<file path="config.mk">
export PLATFORM = sky130hd
export DESIGN_NAME = smlp_mac
export DESIGN_NICKNAME = d
export VERILOG_FILES = /design/src/sv/smlp_pkg.sv /design/src/sv/smlp_mac.sv
export SDC_FILE = /design/constraint.sdc
export NUM_CORES = 2
export LEC_CHECK = 0
export BUFFER_PORTS_ARGS = -buffer_cell sky130_fd_sc_hd__buf_2
export CORE_MARGIN = 5
export CORE_UTILIZATION = 50
export DETAILED_ROUTE_END_ITERATION = 16
export GPL_TIMING_DRIVEN = 0
export PLACE_DENSITY = 0.62
export SLEW_MARGIN = 10
export SYNTH_ARGS = -nofsm -noshare
export SYNTH_HDL_FRONTEND = slang
export SYNTH_SLANG_ARGS = --single-unit
</file>
<file path="constraint.sdc">
create_clock -name clk -period 26.1 [get_ports clk]
set_input_delay 2.61 -clock clk [delete_from_list [all_inputs] [get_ports clk]]
set_output_delay 2.61 -clock clk [all_outputs]
set_load 0.05 [all_outputs]
</file>
<file path="src/sv/smlp_pkg.sv">
// Package for the sparse perceptron core: sizes, op codes and shared arithmetic.
// Used by the core, the MAC and the testbenches; depends on nothing.
package smlp_pkg;

	localparam int NumInputs = 64;
	localparam int NumHidden = 64;
	localparam int NumOutputs = 16;
	localparam int MaxHiddenWeights = 4096;
	localparam int OutWeights = NumHidden * NumOutputs;
	localparam int NumBiases = NumHidden + NumOutputs;
	localparam int ResultCap = 16;
	localparam int EmitCount = (NumOutputs < ResultCap) ? NumOutputs : ResultCap;

	localparam int InAw = $clog2(NumInputs);
	localparam int HidAw = $clog2(NumHidden);
	localparam int HwAw = $clog2(MaxHiddenWeights);
	localparam int OwAw = $clog2(OutWeights);
	localparam int BiasAw = $clog2(NumBiases);
	localparam int OutCw = (EmitCount > 1) ? $clog2(EmitCount) : 1;

	typedef enum logic [2:0] {
		OP_HWEIGHT = 3'd0,
		OP_FANIN   = 3'd1,
		OP_OWEIGHT = 3'd2,
		OP_BIAS    = 3'd3,
		OP_INPUT   = 3'd4,
		OP_RUN     = 3'd5
	} op_t;

	typedef struct packed {
		logic [2:0]         op;
		logic [11:0]        addr;
		logic signed [31:0] value;
		logic [5:0]         src_index;
		logic [6:0]         fan_in;
	} in_item_t;

	typedef struct packed {
		logic [3:0]         out_index;
		logic signed [31:0] out_value;
		logic               last;
	} out_item_t;

	// Saturating add of a 48-bit product term to a 32-bit sum.
	function automatic logic signed [31:0] sat_add(input logic signed [31:0] acc,
			input logic signed [47:0] term);
		logic signed [49:0] s;
		s = 50'(acc) + 50'(term);
		if (s > 50'sd2147483647) return 32'sh7fffffff;
		else if (s < -50'sd2147483648) return 32'sh80000000;
		else return s[31:0];
	endfunction

endpackage

</file>
<file path="src/sv/smlp_mac.sv">
// Pipelined multiply-accumulate: register product, then saturating add.
// Depends on smlp_pkg for sat_add.
module smlp_mac (
	input  logic               clk,
	input  logic               en,
	input  logic               clr,
	input  logic signed [31:0] clr_val,
	input  logic signed [31:0] a,
	input  logic signed [31:0] b,
	input  logic               a_valid,
	output logic signed [31:0] acc_q
);
	logic signed [63:0] prod_s1;
	logic               pv_s1;

	// Product stage; the arithmetic shift in the accumulate stage floors toward minus infinity.
	always_ff @(posedge clk) begin
		prod_s1 <= a * b;
		pv_s1 <= en & a_valid;
	end

	// Accumulate stage.
	always_ff @(posedge clk) begin
		if (clr) acc_q <= clr_val;
		else if (pv_s1) acc_q <= smlp_pkg::sat_add(acc_q, 48'(prod_s1 >>> 16));
	end
endmodule

</file>
==> flow_summary.yaml <==
outcome:
  outcome: "finished with violations"
  violations: "capacitance limit, slew limit"
worst_setup_path:
  crit_path_end_kind: "register"
  cp_top_family: "adder cells"
  worstReg2RegStart: "acc_q[30]"
  worstSetupStartpoint: "b[6]"
  max_stage_delay_ps: 940
  cp_data_arrival_time_ps: 12130
  worstRegToRegCells: 13
  crit_top_cell: "fa_1"
  r2r_slack_ps: 20130
  crit_cells: 28
  crit_type: "in2reg"
  cp_slowest_cell: "clkbuf_1"
  start_kind: "primary input"
  worstPathMaxFanout: 10
  crit_path_end: "prod_s1[62]"
  r2r_end: "acc_q[2]"
  required_ps: 26320
  critPathBufInv: 9
yosys:
  synth_cell_types: 76
  ys_dominant_reg_cell: "dfxtp_1"
  netlist_area_um2: 41030
  syn-mean-instance-area_um2: 9.365
  yosysSeqAreaShare: 0.04733
  syn-num-nets: 5791
  synthArstFlopShare: 0
  synth-edff-count: 32
  yosysWarnings: 0
  synth-seq-cells: 81
  synthCells: 4381
placement:
  place_inst: 5582
  dpl_worst_slack_ps: 13870
  hpwl_um: 122200
  gp_congestion: 1.040
  portBuffers: 131
  placed_area_um2: 43020
route:
  wl_per_cell_um: 26.30
  met1_length_um: 55090
  routed.top_layer: "met4"
  drt_iter0_drc: 2958
  dr.pass1.iters: 5
  met2_length_um: 66090
  wl_um: 147500
  viasPerCell: 5.682
  drc: 0
  vias: 31863
  wl_met3_um: 14690
  ant_nets: 0
global_routing:
  grt_pass1_wl_um: 216000
  globalRouteOverflowTotal: 0
  grt_pass1_vias: 33381
  antenna_found_initial: 25
  grt_util_all_layers: 0.3413
  grt_max_degree: 33
floorplan:
  coreArea_um2: 81720
  rows: 105
  design.die.area_um2: 87880
  fp.dieH_um: 296.5
  io_pins: 132
  die_x_um: 296.5
  start_util: 0.5021
timing:
  fmax_mhz: 83.99
  period_share: 0.4562
  slew_headroom: -0.006240
  tightest_slew_ps: 1496
  fin_ws_ps: 14190
  maxSlewViolCount: 1
  fin_skew_ps: 11.14
  tns_ps: 0
  min_period_ps: 11910
  final_hold_viol_count: 0
  rsz0062_at_grt: "no"
  final-setup-viol-count: 0
clock_tree:
  clk_pin_slew_ps: 60
  cts_sinks: 81
  numCtsBuffers: 9
  cts_tree: "done"
  cts.repair.resized: 0
  cts_hold_buffers: 0
  cts-root-buf: "clkbuf_16"
  post_cts_buffers: 0
  htree_levels: 3
  ctsLongestPathBuffers: 2
  clock_latency_ps: 360
layout:
  fin_cells: 5608
  fill_cells: 7770
  areaGrowthSynthToFinish_pct: 5.746
  final_area_um2: 43380
  drive_gt1_frac: 0.03997
  nNetsFinal: 5933
min_path:
  min_path_type: "reg2reg"
run:
  cap_violations: 1
==> state kept, by name, summed over array words and instances (netlist names) <==
register / count
acc_q: 32
prod_s1: 48
pv_s1: 1
==> cells in the mapped netlist (20+ instances only) <==
| library cell | count | area (µm²) |
|---|---|---|
| nor3_1 | 27 | 135.1 |
| and2_1 | 508 | 3178 |
| a21oi_1 | 100 | 500.5 |
| nor2_1 | 85 | 319.1 |
| o21ai_0 | 79 | 395.4 |
| a2bb2oi_1 | 32 | 280.3 |
| clkbuf_1 | 202 | 758.2 |
| nand3_1 | 20 | 100.1 |
| nand4_1 | 22 | 137.6 |
| ha_1 | 228 | 2853 |
| dfxtp_1 | 49 | 980.9 |
| xor2_1 | 34 | 297.8 |
| xnor2_1 | 65 | 569.3 |
| a21o_1 | 50 | 375.4 |
| fa_1 | 1082 | 21660 |
| edfxtp_1 | 32 | 960.9 |
| inv_1 | 979 | 3675 |
| nand2_1 | 558 | 2095 |
==> per-layer routing <==
layer  up-vias  track usage
li1      13273            -
met4         0       0.2001
met2      1715       0.5318
met1     16393       0.4425
met5         -            0
met3       482      0.07608
==> worst reg2reg max path, stage by stage, from the launching register on <==
cell,delay [ps]
edfxtp_1,440
ha_1,300
clkbuf_1,270
and3_1,290
nand2_1,130
or3_1,460
nor4b_1,1080
nor2_1,300
a2111oi_0,500
nand4_1,150
nor4_1,1230
buf_2,380
o21ai_0,110
a2bb2oi_1,180
==> placed cells by master (no fill, tap or decap), types with 9 or more instances in the layout <==
cell	synthesis	layout
fa_1	1082	1081
inv_1	979	979
nand2_1	558	558
and2_1	508	508
ha_1	228	228
clkbuf_1	202	203
buf_2	8	139
a21oi_1	100	100
nor2_1	85	85
o21ai_0	79	79
xnor2_1	65	65
a21o_1	50	50
dfxtp_1	49	49
xor2_1	34	34
a2bb2oi_1	32	32
edfxtp_1	32	32
nor3_1	27	27
nand4_1	22	22
nand3_1	20	20
a211oi_1	16	16
o21bai_1	16	16
nand2b_1	15	15
and3_1	12	12
o211ai_1	12	12
o21a_1	11	11
diode_2	0	10
nor2b_1	10	10
o21ai_1	10	10
a31oi_1	9	9
clkbuf_16	0	9
==> worst min-delay path by stage <==
stage	from	depth (start not counted)	slack, ps	to
3_5_place_dp	prod_s1[16]	3	810	acc_q[0]
5_1_grt	prod_s1[16]	3	840	acc_q[0]
4_1_cts	prod_s1[16]	3	830	acc_q[0]
6_report	prod_s1[16]	3	840	acc_q[0]
3_3_place_gp	prod_s1[16]	3	810	acc_q[0]
2_1_floorplan	prod_s1[16]	3	680	acc_q[0]
==> metrics by stage <==
step | hold slack, ps | utilization
after floorplan | 680.4 | -
after global placement | 811.5 | 0.5265
after detailed placement | 810.0 | 0.5265
after CTS | 830.4 | 0.5306
after global routing | 844.9 | 0.5306
final | 838.1 | 0.5309
==> layout make-up <==
| cell class | count | area [µm²] | area share |
|---|---|---|---|
| inverter | 979 | 3675 | 0.08470 |
| antenna | 10 | 25.02 | 0.0005768 |
| multi-input combinational | 3097 | 34490 | 0.7949 |
| tap | 1070 | 1339 | 0.03086 |
| sequential | 81 | 1942 | 0.04476 |
| clock buffer | 10 | 229.0 | 0.005278 |
| buffer | 224 | 927.1 | 0.02137 |
| clock inverter | 6 | 106.4 | 0.002451 |
| timing repair buffer | 131 | 655.6 | 0.01511 |
==> cell families (layout without fill, tap and decap cells) <==
group / after synthesis / after routing / share of synthesized area
buffers and inverters: 1203 / 1350 / 0.1122
xor gates and xnor gates: 99 / 99 / 0.02113
AOI/OAI and AO/OA: 389 / 389 / 0.06225
and+or+nand+nor: 1295 / 1295 / 0.1586
muxes: 4 / 4 / 0.0009759
DFF: 81 / 81 / 0.04733
adders and majority gates: 1310 / 1310 / 0.5975
other: 0 / 10 / 0
Power is not shown: default switching activity piles up to over one toggle a cycle in this logic, so the estimate is an artifact.
